<file path="src/hw/rtl/vcrf_pkg.sv">
package vcrf_pkg;

  localparam int unsigned REG_COUNT = 32;
  localparam int unsigned EXT_COUNT = 15;

  localparam logic [1:0] CMD_READ  = 2'd0;
  localparam logic [1:0] CMD_WRITE = 2'd1;
  localparam logic [1:0] CMD_EVENT = 2'd2;

  localparam logic [5:0] ADDR_CR1      = 6'h11;
  localparam logic [5:0] ADDR_RASTER   = 6'h12;
  localparam logic [5:0] ADDR_CR2      = 6'h16;
  localparam logic [5:0] ADDR_MEMPTR   = 6'h18;
  localparam logic [5:0] ADDR_IRQ      = 6'h19;
  localparam logic [5:0] ADDR_IRQ_EN   = 6'h1A;
  localparam logic [5:0] ADDR_SS_HIT   = 6'h1E;
  localparam logic [5:0] ADDR_SB_HIT   = 6'h1F;
  localparam logic [5:0] ADDR_COLOR_LO = 6'h20;
  localparam logic [5:0] ADDR_COLOR_HI = 6'h2E;

  localparam logic [8:0]  LINE_FIRST_DMA = 9'h030;
  localparam logic [8:0]  LINE_LAST_DMA  = 9'h0F7;
  localparam logic [15:0] BITMAP_MASK    = 16'hF9FF;
  localparam logic [15:0] ROM_HIGH_HALF  = 16'h0800;
  localparam logic [7:0]  UNUSED_READ    = 8'hFF;
  localparam logic [7:0]  CR2_ONES       = 8'hC0;
  localparam logic [7:0]  MEMPTR_ONES    = 8'h01;
  localparam logic [7:0]  IRQ_ONES       = 8'h70;
  localparam logic [7:0]  NIBBLE_ONES    = 8'hF0;

  localparam logic [7:0] CR1_RESET    = 8'h9B;
  localparam logic [7:0] CR2_RESET    = 8'h08;
  localparam logic [7:0] MEMPTR_RESET = 8'h14;
  localparam logic [7:0] IRQ_RESET    = 8'h0F;

  typedef struct packed {
    logic [1:0] cmd;
    logic [5:0] reg_address;
    logic [7:0] write_data;
    logic [8:0] raster_line;
    logic       clear_den_latch;
    logic [3:0] raise_irq_bits;
    logic [7:0] raise_sprite_hits;
    logic [7:0] raise_background_hits;
  } in_word_t;

  typedef struct packed {
    logic [7:0]  read_data;
    logic        badline;
    logic [8:0]  raster_compare;
    logic [15:0] video_matrix_addr;
    logic [15:0] charset_addr;
    logic        charset_in_rom;
    logic [15:0] bitmap_addr;
    logic [3:0]  irq_flags;
  } out_word_t;

  typedef struct packed {
    logic [15:0] video_matrix_addr;
    logic [15:0] charset_addr;
    logic        charset_in_rom;
    logic [15:0] bitmap_addr;
  } base_addr_t;

  function automatic logic [7:0] reg_reset(input logic [4:0] idx);
    logic [7:0] v;
    v = 8'h00;
    if ({1'b0, idx} == ADDR_CR1) v = CR1_RESET;
    if ({1'b0, idx} == ADDR_CR2) v = CR2_RESET;
    if ({1'b0, idx} == ADDR_MEMPTR) v = MEMPTR_RESET;
    if ({1'b0, idx} == ADDR_IRQ) v = IRQ_RESET;
    return v;
  endfunction

endpackage

</file>
<file path="src/hw/rtl/vcrf_addr_decode.sv">
module vcrf_addr_decode
  import vcrf_pkg::*;
(
  input  logic [1:0] bank_select,
  input  logic [7:0] memptr,
  input  logic [7:0] cr1,
  output base_addr_t bases
);

  logic [2:0]  cs;
  logic        rom;
  logic [15:0] bm;

  assign cs  = memptr[3:1];
  assign rom = !bank_select[0] && (cs == 3'd2 || cs == 3'd3);
  assign bm  = {bank_select, memptr[3], 13'b0};

  always_comb begin
    bases.video_matrix_addr = {bank_select, memptr[7:4], 10'b0};
    bases.charset_in_rom    = rom;
    if (rom) begin
      bases.charset_addr = (cs == 3'd3) ? ROM_HIGH_HALF : 16'h0000;
    end else begin
      bases.charset_addr = {bank_select, cs, 11'b0};
    end
    bases.bitmap_addr = (cr1[6:5] == 2'b11) ? (bm & BITMAP_MASK) : bm;
  end

endmodule

</file>
<file path="src/hw/rtl/vcrf_regfile.sv">
module vcrf_regfile
  import vcrf_pkg::*;
(
  input  logic       clk,
  input  logic       rst,
  input  logic       req_valid,
  input  in_word_t   req,
  input  logic [1:0] bank_select,
  output logic       done,
  output out_word_t  result
);

  logic [7:0] regs      [REG_COUNT];
  logic [7:0] regs_next [REG_COUNT];
  logic [3:0] ext       [EXT_COUNT];
  logic [3:0] ext_next  [EXT_COUNT];
  logic       den_latch;
  logic       den_latch_next;
  logic [8:0] raster_cmp;
  logic [8:0] raster_cmp_next;

  logic [7:0] rd;
  logic       bad;
  logic [5:0] a;
  logic [7:0] d;
  logic [8:0] line;
  logic [7:0] v;
  base_addr_t bases;

  assign a    = req.reg_address;
  assign d    = req.write_data;
  assign line = req.raster_line;
  assign v    = regs[a[4:0]];

  always_comb begin
    regs_next       = regs;
    ext_next        = ext;
    den_latch_next  = den_latch;
    raster_cmp_next = raster_cmp;
    rd              = 8'h00;
    bad             = 1'b0;
    if (req_valid) begin
      if (req.clear_den_latch) den_latch_next = 1'b0;
      case (req.cmd)
        CMD_READ: begin
          if (a == ADDR_CR1) begin
            rd = {line[8], v[6:0]};
          end else if (a == ADDR_RASTER) begin
            rd = line[7:0];
          end else if (a == ADDR_CR2) begin
            rd = v | CR2_ONES;
          end else if (a == ADDR_MEMPTR) begin
            rd = v | MEMPTR_ONES;
          end else if (a == ADDR_IRQ) begin
            rd = v | IRQ_ONES;
          end else if (a == ADDR_IRQ_EN) begin
            rd = v | NIBBLE_ONES;
          end else if (a == ADDR_SS_HIT || a == ADDR_SB_HIT) begin
            rd = v;
            regs_next[a[4:0]] = 8'h00;
          end else if (a inside {[ADDR_COLOR_LO:ADDR_COLOR_HI]}) begin
            rd = {4'hF, ext[a[3:0]]};
          end else if (a > ADDR_COLOR_HI) begin
            rd = UNUSED_READ;
          end else begin
            rd = v;
          end
        end
        CMD_WRITE: begin
          if (a == ADDR_CR1) begin
            regs_next[a[4:0]] = d;
            raster_cmp_next[8] = d[7];
            if (line == LINE_FIRST_DMA && d[4]) den_latch_next = 1'b1;
            bad = den_latch_next && line >= LINE_FIRST_DMA && line <= LINE_LAST_DMA &&
                  line[2:0] == d[2:0];
          end else if (a == ADDR_RASTER) begin
            regs_next[a[4:0]] = d;
            raster_cmp_next[7:0] = d;
          end else if (a == ADDR_IRQ) begin
            regs_next[a[4:0]] = v & {4'h0, ~d[3:0]};
          end else if (a == ADDR_IRQ_EN) begin
            regs_next[a[4:0]] = {4'h0, d[3:0]};
          end else if (a == ADDR_SS_HIT || a == ADDR_SB_HIT) begin
            regs_next[a[4:0]] = 8'h00;
          end else if (a inside {[ADDR_COLOR_LO:ADDR_COLOR_HI]}) begin
            ext_next[a[3:0]] = d[3:0];
          end else if (a < ADDR_COLOR_LO) begin
            regs_next[a[4:0]] = d;
          end
        end
        CMD_EVENT: begin
          regs_next[ADDR_IRQ[4:0]]    = regs[ADDR_IRQ[4:0]] | {4'h0, req.raise_irq_bits};
          regs_next[ADDR_SS_HIT[4:0]] = regs[ADDR_SS_HIT[4:0]] | req.raise_sprite_hits;
          regs_next[ADDR_SB_HIT[4:0]] = regs[ADDR_SB_HIT[4:0]] | req.raise_background_hits;
        end
        default: begin
        end
      endcase
    end
  end

  vcrf_addr_decode u_decode (
    .bank_select (bank_select),
    .memptr      (regs_next[ADDR_MEMPTR[4:0]]),
    .cr1         (regs_next[ADDR_CR1[4:0]]),
    .bases       (bases)
  );

  always_ff @(posedge clk) begin
    if (rst) begin
      for (int i = 0; i < REG_COUNT; i++) regs[i] <= reg_reset(5'(i));
      for (int i = 0; i < EXT_COUNT; i++) ext[i] <= 4'h0;
      den_latch  <= 1'b0;
      raster_cmp <= 9'h000;
      done       <= 1'b0;
    end else begin
      regs       <= regs_next;
      ext        <= ext_next;
      den_latch  <= den_latch_next;
      raster_cmp <= raster_cmp_next;
      done       <= req_valid;
    end
  end

  always_ff @(posedge clk) begin
    if (req_valid) begin
      result.read_data         <= rd;
      result.badline           <= bad;
      result.raster_compare    <= raster_cmp_next;
      result.video_matrix_addr <= bases.video_matrix_addr;
      result.charset_addr      <= bases.charset_addr;
      result.charset_in_rom    <= bases.charset_in_rom;
      result.bitmap_addr       <= bases.bitmap_addr;
      result.irq_flags         <= regs_next[ADDR_IRQ[4:0]][3:0];
    end
  end

endmodule

</file>
<file path="src/hw/rtl/video_chip_register_file_unit.sv">
// Register interface of a video chip: bus reads and writes to 32 byte and
// 15 4-bit colour registers; event words raise IRQ and collision bits.
// Input channel: a word is taken at a clock edge where start is high and
// busy is low. busy is always low, so a word may arrive in every cycle.
// The word is captured in an input register, decoded and applied to the
// register file in the next cycle, and its result word is loaded into the
// result register at the end of that cycle.
// Output channel: done is high for exactly one cycle with the result word;
// each word passes the input register, then the result register; one word per
// clock. The receiver cannot stall, so results never wait.
// Configuration: cfg_we writes cfg_wdata into the 2-bit video bank select
// at the next edge; write it only while no word is in flight.
// Reset (synchronous, rst high) restores the register file defaults,
// clears the raster compare line, display-enable latch and bank select,
// and drops any word in flight.
module video_chip_register_file_unit
  import vcrf_pkg::*;
(
  input  logic       clk,
  input  logic       rst,
  input  logic       start,
  output logic       busy,
  input  in_word_t   request,
  output logic       done,
  output out_word_t  result,
  input  logic       cfg_we,
  input  logic [1:0] cfg_wdata
);

  logic       req_valid;
  in_word_t   req;
  logic [1:0] bank_select;

  assign busy = 1'b0;

  always_ff @(posedge clk) begin
    if (rst) begin
      req_valid   <= 1'b0;
      bank_select <= 2'd0;
    end else begin
      req_valid <= start && !busy;
      if (cfg_we) bank_select <= cfg_wdata;
    end
  end

  always_ff @(posedge clk) begin
    if (start && !busy) req <= request;
  end

  vcrf_regfile u_regfile (
    .clk         (clk),
    .rst         (rst),
    .req_valid   (req_valid),
    .req         (req),
    .bank_select (bank_select),
    .done        (done),
    .result      (result)
  );

endmodule

</file>
<file path="config.mk">
export PLATFORM = sky130hd
export DESIGN_NAME = video_chip_register_file_unit
export DESIGN_NICKNAME = d
export VERILOG_FILES = /design/src/hw/rtl/vcrf_pkg.sv /design/src/hw/rtl/vcrf_addr_decode.sv /design/src/hw/rtl/vcrf_regfile.sv /design/src/hw/rtl/video_chip_register_file_unit.sv
export SDC_FILE = /design/constraint.sdc
export NUM_CORES = 1
export LEC_CHECK = 0
export BUFFER_PORTS_ARGS = -buffer_cell sky130_fd_sc_hd__buf_2
export CORE_MARGIN = 2
export CORE_UTILIZATION = 40
export CTS_CLUSTER_DIAMETER = 150
export DETAILED_ROUTE_END_ITERATION = 10
export MAX_ROUTING_LAYER = met4
export SLEW_MARGIN = 20
export SYNTH_ARGS = -nofsm -noshare
export SYNTH_HDL_FRONTEND = slang
export SYNTH_SLANG_ARGS = --single-unit
</file>
<file path="constraint.sdc">
create_clock -name clk -period 3.7 [get_ports clk]
set_input_delay 0.37 -clock clk [delete_from_list [all_inputs] [get_ports clk]]
set_output_delay 0.37 -clock clk [all_outputs]
set_load 0.02 [all_outputs]
</file>
Yosys cells after proc, flatten, opt, wreduce, memory -nomap -nowiden
Cells that the tools add are included.
{ "op_classes": {"magnitude_cmp": 10, "n_eq_ne": 23, "n_mux": 56, "bitwise": 14, "n_reduce_logical": 18} }
{ "ops": {"columns": ["cell", "n"], "rows": [
  ["256-bit 2-to-1 mux", 14],
  ["256-bit bitwise mux", 3],
  ["200-bit one-hot mux with 2 select lines", 1],
  ["256-bit bitwise AND", 1],
  ["256-bit NOT", 1],
  ["8-bit 2-to-1 mux", 14],
  ["64-bit 2-to-1 mux", 1],
  ["32-bit one-hot mux with 2 select lines", 1],
  ["60-bit bitwise mux", 1],
  ["6-bit by 5-bit equality test with 1-bit output (second input constant)", 8],
  ["16-bit one-hot mux with 3 select lines", 1],
  ["8-bit binary-select mux with 5-bit select", 1],
  ["8-bit demux with 5-bit select", 1],
  ["8-bit one-hot mux with 3 select lines", 1],
  ["11-bit AND reduction", 2],
  ["9-bit 2-to-1 mux", 2],
  ["4-bit binary-select mux with 4-bit select", 1],
  ["4-bit demux with 4-bit select", 1],
  ["16-bit 2-to-1 mux", 1],
  ["8-bit OR", 2],
  ["6-bit >= comparator (second input constant)", 2],
  ["12-bit 2-to-1 mux", 1],
  ["4-bit 2-to-1 mux", 3],
  ["2-bit inequality test (second input constant)", 6],
  ["31 further kinds", 51]
]} }
{ "word_totals": {"ff_bits": 424, "input_bits": 52, "output_inout_bits": 73, "elab_cells": 192} }

Logic depth before layout (Yosys ltp)
Gate-level depths: netlist of run 1.
{ "depth": {"depth_word": 20, "ltp_mapped": 11, "mapped_depth_nobuf": 8} }

Cells and area by module
Synthesis of run 1 repeated with hierarchy kept, for this count alone.
{ "hier_totals": {"hier_cells": 2053, "area_unflattened_um2": 20420.8} }
{ "by_module_without_submodules": {"columns": ["module", "n_inst", "cells_per_inst", "area_each_um2", "seq_area_each_um2"], "rows": [
  ["vcrf_regfile", 1, 1946, 18562.8, 8618.3],
  ["video_chip_register_file_unit", 1, 56, 1486.4, 1441.4],
  ["vcrf_addr_decode", 1, 51, 371.6, 0.0]
]} }

Least setup slack after synthesis of run 1
Ideal clock, no wire load.
{ "synth_path": {"path_kind": "register to register", "start": "register req_valid", "end": "register u_regfile.result[36] (netlist name)", "setup_ns": 0.258, "t_arrival_ns": 2.536, "t_required_ns": 3.442, "slack_ns": 0.906, "path_stages_with_launch": 7, "n_path_buf": 0, "synth_period_minus_slack_ns": 2.794, "cell_sequence": "dfxtp_1 > nand2_1 > nor4_4 > nand2_2 > a22o_1 > nor3_2 > nor2b_1"} }
{ "synth_rtl": {"columns": ["item", "line", "source"], "rows": [
  ["start, declared", "video_chip_register_file_unit.sv:30", "logic req_valid;"],
  ["start signal, assigned", "video_chip_register_file_unit.sv:41", "req_valid <= start && !busy;"]
]} }

Final worst setup path of run 1
{ "layout_path": {"start": "register req[38] (netlist name)", "end": "register u_regfile.result[70] (netlist name)"} }
{ "layout_via": {"elab_chain_len": 13, "elab_cells_between_ends": 26, "cone_classes": "order compare: 3; eq/ne: 8; mux: 12; bitwise: 1; reduce/logical: 2"} }
{ "layout_lines": {"columns": ["item", "line", "source"], "rows": [
  ["5-bit NOT with 6-bit output (not written as such)", "vcrf_regfile.sv:33", "assign v = regs[a[4:0]];"],
  ["8-bit binary-select mux with 5-bit select", "vcrf_regfile.sv:33", null],
  ["8-bit 2-to-1 mux (not written as such) (2 in a row)", "vcrf_regfile.sv:33", null],
  ["8-bit 2-to-1 mux", "vcrf_regfile.sv:63", "end else if (a > ADDR_COLOR_HI) begin"],
  ["8-bit 2-to-1 mux", "vcrf_regfile.sv:61", "end else if (a inside {[ADDR_COLOR_LO:ADDR_COLOR_HI]}) begin"],
  ["8-bit 2-to-1 mux", "vcrf_regfile.sv:58", "end else if (a == ADDR_SS_HIT || a == ADDR_SB_HIT) begin"],
  ["8-bit 2-to-1 mux", "vcrf_regfile.sv:56", "end else if (a == ADDR_IRQ_EN) begin"],
  ["8-bit 2-to-1 mux", "vcrf_regfile.sv:54", "end else if (a == ADDR_IRQ) begin"],
  ["8-bit 2-to-1 mux", "vcrf_regfile.sv:52", "end else if (a == ADDR_MEMPTR) begin"],
  ["8-bit 2-to-1 mux", "vcrf_regfile.sv:50", "end else if (a == ADDR_CR2) begin"],
  ["8-bit 2-to-1 mux", "vcrf_regfile.sv:48", "end else if (a == ADDR_RASTER) begin"],
  ["8-bit 2-to-1 mux (*)", "vcrf_regfile.sv:46", "if (a == ADDR_CR1) begin"]
]} }
Mark *: on every way between the ends. The rest lies on a longest branch, timed or not. The select of a mux whose other input is x is not followed.
A chain may end at the register's enable or synchronous reset.

==> results.cfg, run 1 <==
[yosys]
netlist-cell-type-count = 94
syn_area_um2 = 18990
synthFlopType = dfxtp_1
async_flop_share_pct = 0
netlist_instances = 1926
synth_area_leaders = dfxtp_1 34%, edfxtp_1 13%, mux4_2 7.4%
synth.top_cell.area_share_pct = 34.26
ys_seq_area_share_pct = 47.07
synth_edf_count = 81
syn_avg_cell_area_um2 = 9.861
synth_top_area_cell = dfxtp_1
ys_warn_count = 0
synth_seq_cells = 406

[power]
p_seq_share_pct = 45.2
clock_power_share_pct = 44.5
switching_share_pct = 25.85
p_per_area_nw_per_um2 = 469.7
vdd_drop_max_uv = 292.8
intPower_mw = 7.670
p_comb_share_pct = 10.3
total_power_mw = 10.34
p_leak_nw = 8.012
p_sw_mw = 2.674

[sta]
hold_violations = 0
fin_setup_tns_ns = 0
fmax_mhz = 299.1
period_needed_ns = 3.343
skew_ns = 0.01969
rsz0062_at_grt = no
setup_viol = 0
hold-worst-slack_ns = 0.03313
relSlewSlack_pct = 40.27
finalCritPeriodShare_pct = 90.35
slew_violations = 0
worst_pin_slew_ns = 0.8959

[route]
ant_nets = 0
vias_per_cell = 6.054
drc = 0
vias = 16220
post_drt_wl_per_cell_um = 24.78
drt-initial-drc-count = 1892
drtPass1Iterations = 6
drt_wl_total_mm = 66.42

[grt]
grt_pass1_wl_mm = 99.11
gr-total-overflow = 0
grt_pass1_vias = 15620
grt_antenna_before_repair = 4
grt_max_degree = 128
track_usage_pct = 27.29

[worst_setup_path]
cpPeakStageDelay_ns = 0.86
crit_path_top_delay_cell = edfxtp_1
critical_path_required_ns = 4.13
cp-start-kind = flop
crit_path_end_kind = flop
worstPathCellList = buf_4 -> or2_0 -> a2bb2oi_1 -> mux4_2 -> nor3_1 -> o21ai_1 -> o311a_1
arrival_ns = 3.77
cp_top_family = flip-flops
worst-setup-path-type = flop to flop
critPathBufInv = 1
critical_path_peak_fanout = 18

[clock_tree]
cts_root_buf = clkbuf_16
clock_latency_ns = 0.59
clk_path_buf_depth = 3
cts_tree = built
cts_inserted_buffers = 45
cts_num_sinks = 406
h-tree-depth = 2
cts.clk_slew.worst_paths_ns = 0.06
post_cts_buffers = 0

[run]
drv_cap = 0

[place]
numPortBuffers = 89
dp_hpwl_mm = 46.03
place_congestion = 1.005
dpl_cell_area_um2 = 20040

[final_layout]
final-seq-area_um2 = 8940
drive_above_1_share_pct = 17.20
final_util_pct = 47.10
multi_input_area_um2 = 9080
num-nets-final = 2090
nFillCells = 4378
area_growth_pct = 15.96
fin_area_um2 = 22020

[floorplanning]
die_x_um = 221.9
std_cell_rows = 79
die_y_um = 221.9
io_pins = 125
initial_core_util_pct = 40.62
placeableCoreArea_um2 = 46750
dieArea_um2 = 49240

[run_status]
outcome = finished, final reports clean

[hold_path]
hp-class = input port to flop
[synth_stat cells (14+ instances only)]
| cell | count |
|---|---|
| nand2b_1 | 15 |
| a32o_1 | 16 |
| a32oi_1 | 14 |
| o21ai_0 | 91 |
| nand2_1 | 250 |
| inv_1 | 14 |
| a22oi_1 | 28 |
| nand3_1 | 93 |
| buf_4 | 46 |
| and3_1 | 18 |
| mux2i_1 | 80 |
| dfxtp_1 | 325 |
| clkbuf_1 | 88 |
| o22ai_1 | 27 |
| and2_1 | 25 |
| mux4_2 | 62 |
| nor2_1 | 184 |
| a21oi_1 | 154 |
| a22o_1 | 38 |
| edfxtp_1 | 81 |
| buf_2 | 39 |
| mux4_1 | 15 |
| nor3_1 | 21 |
| mux2_2 | 17 |
[layer usage]
layer  wire, um  track usage (%)  share of wire, %
met1      28200            36.09                42
met5          0                -                 0
met3       6584            6.851               9.9
met2      29090            40.10                44
met4       2556            10.72               3.8
[power groups by stage]
stage / Sequential [mW] / Combinational [mW] / Clock, mW
2_1_floorplan: 4.74 / 0.650 / 0
3_3_place_gp: 4.76 / 1.00 / 0
3_5_place_dp: 4.76 / 1.00 / 0
4_1_cts: 4.67 / 1.04 / 4.67
5_1_grt: 4.67 / 1.12 / 4.87
6_report: 4.67 / 1.07 / 4.60
[final timing paths]
kind | from | end | depth (start not counted) | slack (ns)
max | req[38] | u_regfile.result[70] | 7 | 0.36
min | cfg_wdata[1] | bank_select[1] | 3 | 0.03
max reg2reg | req[38] | u_regfile.result[70] | 7 | 0.36
min reg2reg | bank_select[1] | u_regfile.result[52] | 0 | 0.45
[sequential cells by signal, indices dropped and copies added (netlist names)]
name and flops:
u_regfile.result 35, bank_select 2, req 46, u_regfile.den_latch 1, u_regfile.regs 251, u_regfile.ext 60
req_valid 1, u_regfile.done 1, u_regfile.raster_cmp 9
[timing repair]
action | CTS | global route
hold endpoints to repair | 46 | 0
gates resized for setup | 0 | 0
endpoints found under the setup margin | 0 | 0
hold buffers | 46 | 0
[worst min-delay path, stage by stage]
cell and delay [ns]:
buf_2 0.08, mux2i_1 0.05, nor2_1 0.07
[cell families after synthesis]
logic type	share of synthesized area [%]
buffers and inverters	5.857
and+or+nand+nor	15.66
muxes	14.65
AOI/OAI and AO/OA	16.25
adders and majority gates	0.2635
DFF	47.07
xor gates and xnor gates	0.2306
other	0.01975
[cell usage in the layout, fill, tap and decap left out, types with 47 or more instances in the layout]
cell type / count
a21oi_1: 154
buf_2: 88
buf_4: 77
clkbuf_16: 47
dfxtp_1: 324
edfxtp_1: 81
mux2i_1: 80
mux4_2: 62
nand2_1: 250
nand3_1: 93
nor2_1: 184
o21ai_0: 91
[final cells by class]
cell class	count	area share [%]
multi-input cells	1344	41.23
flip-flops and latches	406	40.59
repair buffers	220	7.505
clock buffers	61	5.943
well taps	607	3.449
clock inverters	22	0.9545
inverters	17	0.2898
diodes	3	0.03409
[stage by stage]
step	setup slack (ns)	std cells
3_5_place_dp	0.5561	2548
3_3_place_gp	0.5944	2548
6_report	0.3571	2680
5_1_grt	0.3733	2680
4_1_cts	0.5223	2677
2_1_floorplan	0.9061	1960
No activity file was read; power rests on OpenSTA's default activity.
==> run 2: changes to the inputs <==
BUFFER_PORTS_ARGS = unset   (was -buffer_cell sky130_fd_sc_hd__buf_2)
DONT_BUFFER_PORTS = 1   (was unset)
==> results.cfg, run 2 (synthesis gave the netlist of run 1 again) <==
[run_status]
outcome = finished, final reports clean

[worst_setup_path]
crit_path_top_delay_cell = nor2_1
cp-start-kind = flop
worst-setup-path-type = flop to flop
worstPathCellList = buf_4 -> nand2_1 -> nor2_1 -> nand2_1 -> nand2_1 -> a21oi_1 -> dlygate4sd3_1
critPathBufInv = 2
cp_top_family = simple AND/OR/NAND/NOR gates
timing.critical_path.mode_cell = nand2_1
arrival_ns = 4.06
critical_path_peak_fanout = 16
crit_path_end_kind = flop
cpPeakStageDelay_ns = 0.76
critical_path_required_ns = 4.18

[final_layout]
mostFrequentLayoutCell = dfxtp_1
fin_cells = 2602
area_growth_pct = 14.45
largestRegisters = u_regfile.regs (251), u_regfile.ext (60), req (46)
final-seq-area_um2 = 8940
drive_above_1_share_pct = 12.84
multi_input_area_um2 = 9080
mostFrequentLayoutCells = 324 x dfxtp_1, 250 x nand2_1, 184 x nor2_1, 154 x a21oi_1, 93 x nand3_1
largest_reg_flops = 251
top_register = u_regfile.regs
nFillCells = 4409
num-nets-final = 2013
final_util_pct = 46.49

[place]
place_congestion = 1.020
dp.cells = 2442
numPortBuffers = 0
dp_hpwl_mm = 44.38

[grt]
gr-total-overflow = 0
grt_max_degree = 197
grt_pass1_vias = 15200
grt_pass1_wl_mm = 98.59
grt_antenna_before_repair = 2
track_usage_pct = 27.00

[clock_tree]
h-tree-depth = 2
cts_num_sinks = 406
post_cts_buffers = 0
cts_inserted_buffers = 44
clock_latency_ns = 0.59
cts_tree = built
post_cts_resized = 0
clk_path_buf_depth = 3
cts_root_buf = clkbuf_16
cts_hold_buf = 76
cts.clk_slew.worst_paths_ns = 0.06

[floorplanning]
die_x_um = 221.9
dieArea_um2 = 49240
io_pins = 125
std_cell_rows = 79
initial_core_util_pct = 40.62
placeableCoreArea_um2 = 46750
die_y_um = 221.9

[sta]
rsz0062_at_grt = no
period_needed_ns = 3.588
relSlewSlack_pct = 29.22
hold-worst-slack_ns = 0.03876
fin_setup_tns_ns = 0
worst_pin_slew_ns = 1.055
slew_violations = 0
hold_violations = 0
fmax_mhz = 278.7
setup_viol = 0
skew_ns = 0.02569
finalCritPeriodShare_pct = 96.98

[route]
drc = 0
drtPass1Iterations = 7
ant_nets = 0
post_drt_wl_per_cell_um = 25.22
drt_wl_total_mm = 65.63
vias_per_cell = 6.130
drt-initial-drc-count = 2043
vias = 15950

[run]
drv_cap = 0

[power]
clock_power_share_pct = 45.4
total_power_mw = 10.39
p_sw_mw = 2.692
p_comb_share_pct = 9.4
p_per_area_nw_per_um2 = 477.9
p_leak_nw = 7.753
p_seq_share_pct = 45.1
vdd_drop_max_uv = 280.3
intPower_mw = 7.696
switching_share_pct = 25.91

[hold_path]
hp-class = input port to flop
## run 2: layout make-up
cell class	instances	area share [%]
clock buffer	58	5.774
timing repair buffer	144	6.182
clock inverter	24	1.330
antenna	2	0.02303
multi-input combinational	1344	41.77
tap	607	3.494
sequential	406	41.13
inverter	17	0.2936
## run 2: worst register-to-register path, cell delays in order, from the launching register on
cell           delay, ns
edfxtp_1            0.70
buf_4               0.42
nand2_1             0.39
nor2_1              0.76
nand2_1             0.39
nand2_1             0.19
a21oi_1             0.08
dlygate4sd3_1       0.55
## run 2: layer usage
metal | vias to the layer above | track usage [%] | share of wire [%]
met1 | 7874 | 36.54 | 43
met4 | 0 | 9.438 | 3.4
met2 | 858 | 39.64 | 44
li1 | 7053 | - | -
met5 | - | - | 0
met3 | 166 | 6.215 | 9.9
## run 2: worst paths after layout
check                              to                start  cells past startpoint  slack, ns
setup / recovery   u_regfile.regs[93]              req[40]                      7       0.11
setup reg to reg   u_regfile.regs[93]              req[40]                      7       0.11
hold / removal    u_regfile.regs[119]                  rst                      2       0.04
hold reg to reg   u_regfile.regs[144]  u_regfile.regs[144]                      1       0.44
## run 2: power by group through the flow
stage | registers, mW | logic, mW | clock network, mW
4_1_cts | 4.69 | 0.953 | 4.80
5_1_grt | 4.69 | 1.02 | 4.97
3_3_place_gp | 4.78 | 0.848 | 0
6_report | 4.69 | 0.981 | 4.72
3_5_place_dp | 4.78 | 0.849 | 0
2_1_floorplan | 4.74 | 0.650 | 0
## run 2: stage by stage
| step | cell area (um^2) | setup WS, ns |
|---|---|---|
| final | 21740 | 0.1118 |
| after global routing | 21740 | 0.01021 |
| after CTS | 21730 | 0.2424 |
| after detailed placement | 19390 | 0.6772 |
| after global placement | 19390 | 0.6677 |
| after floorplan | 19120 | 0.9061 |
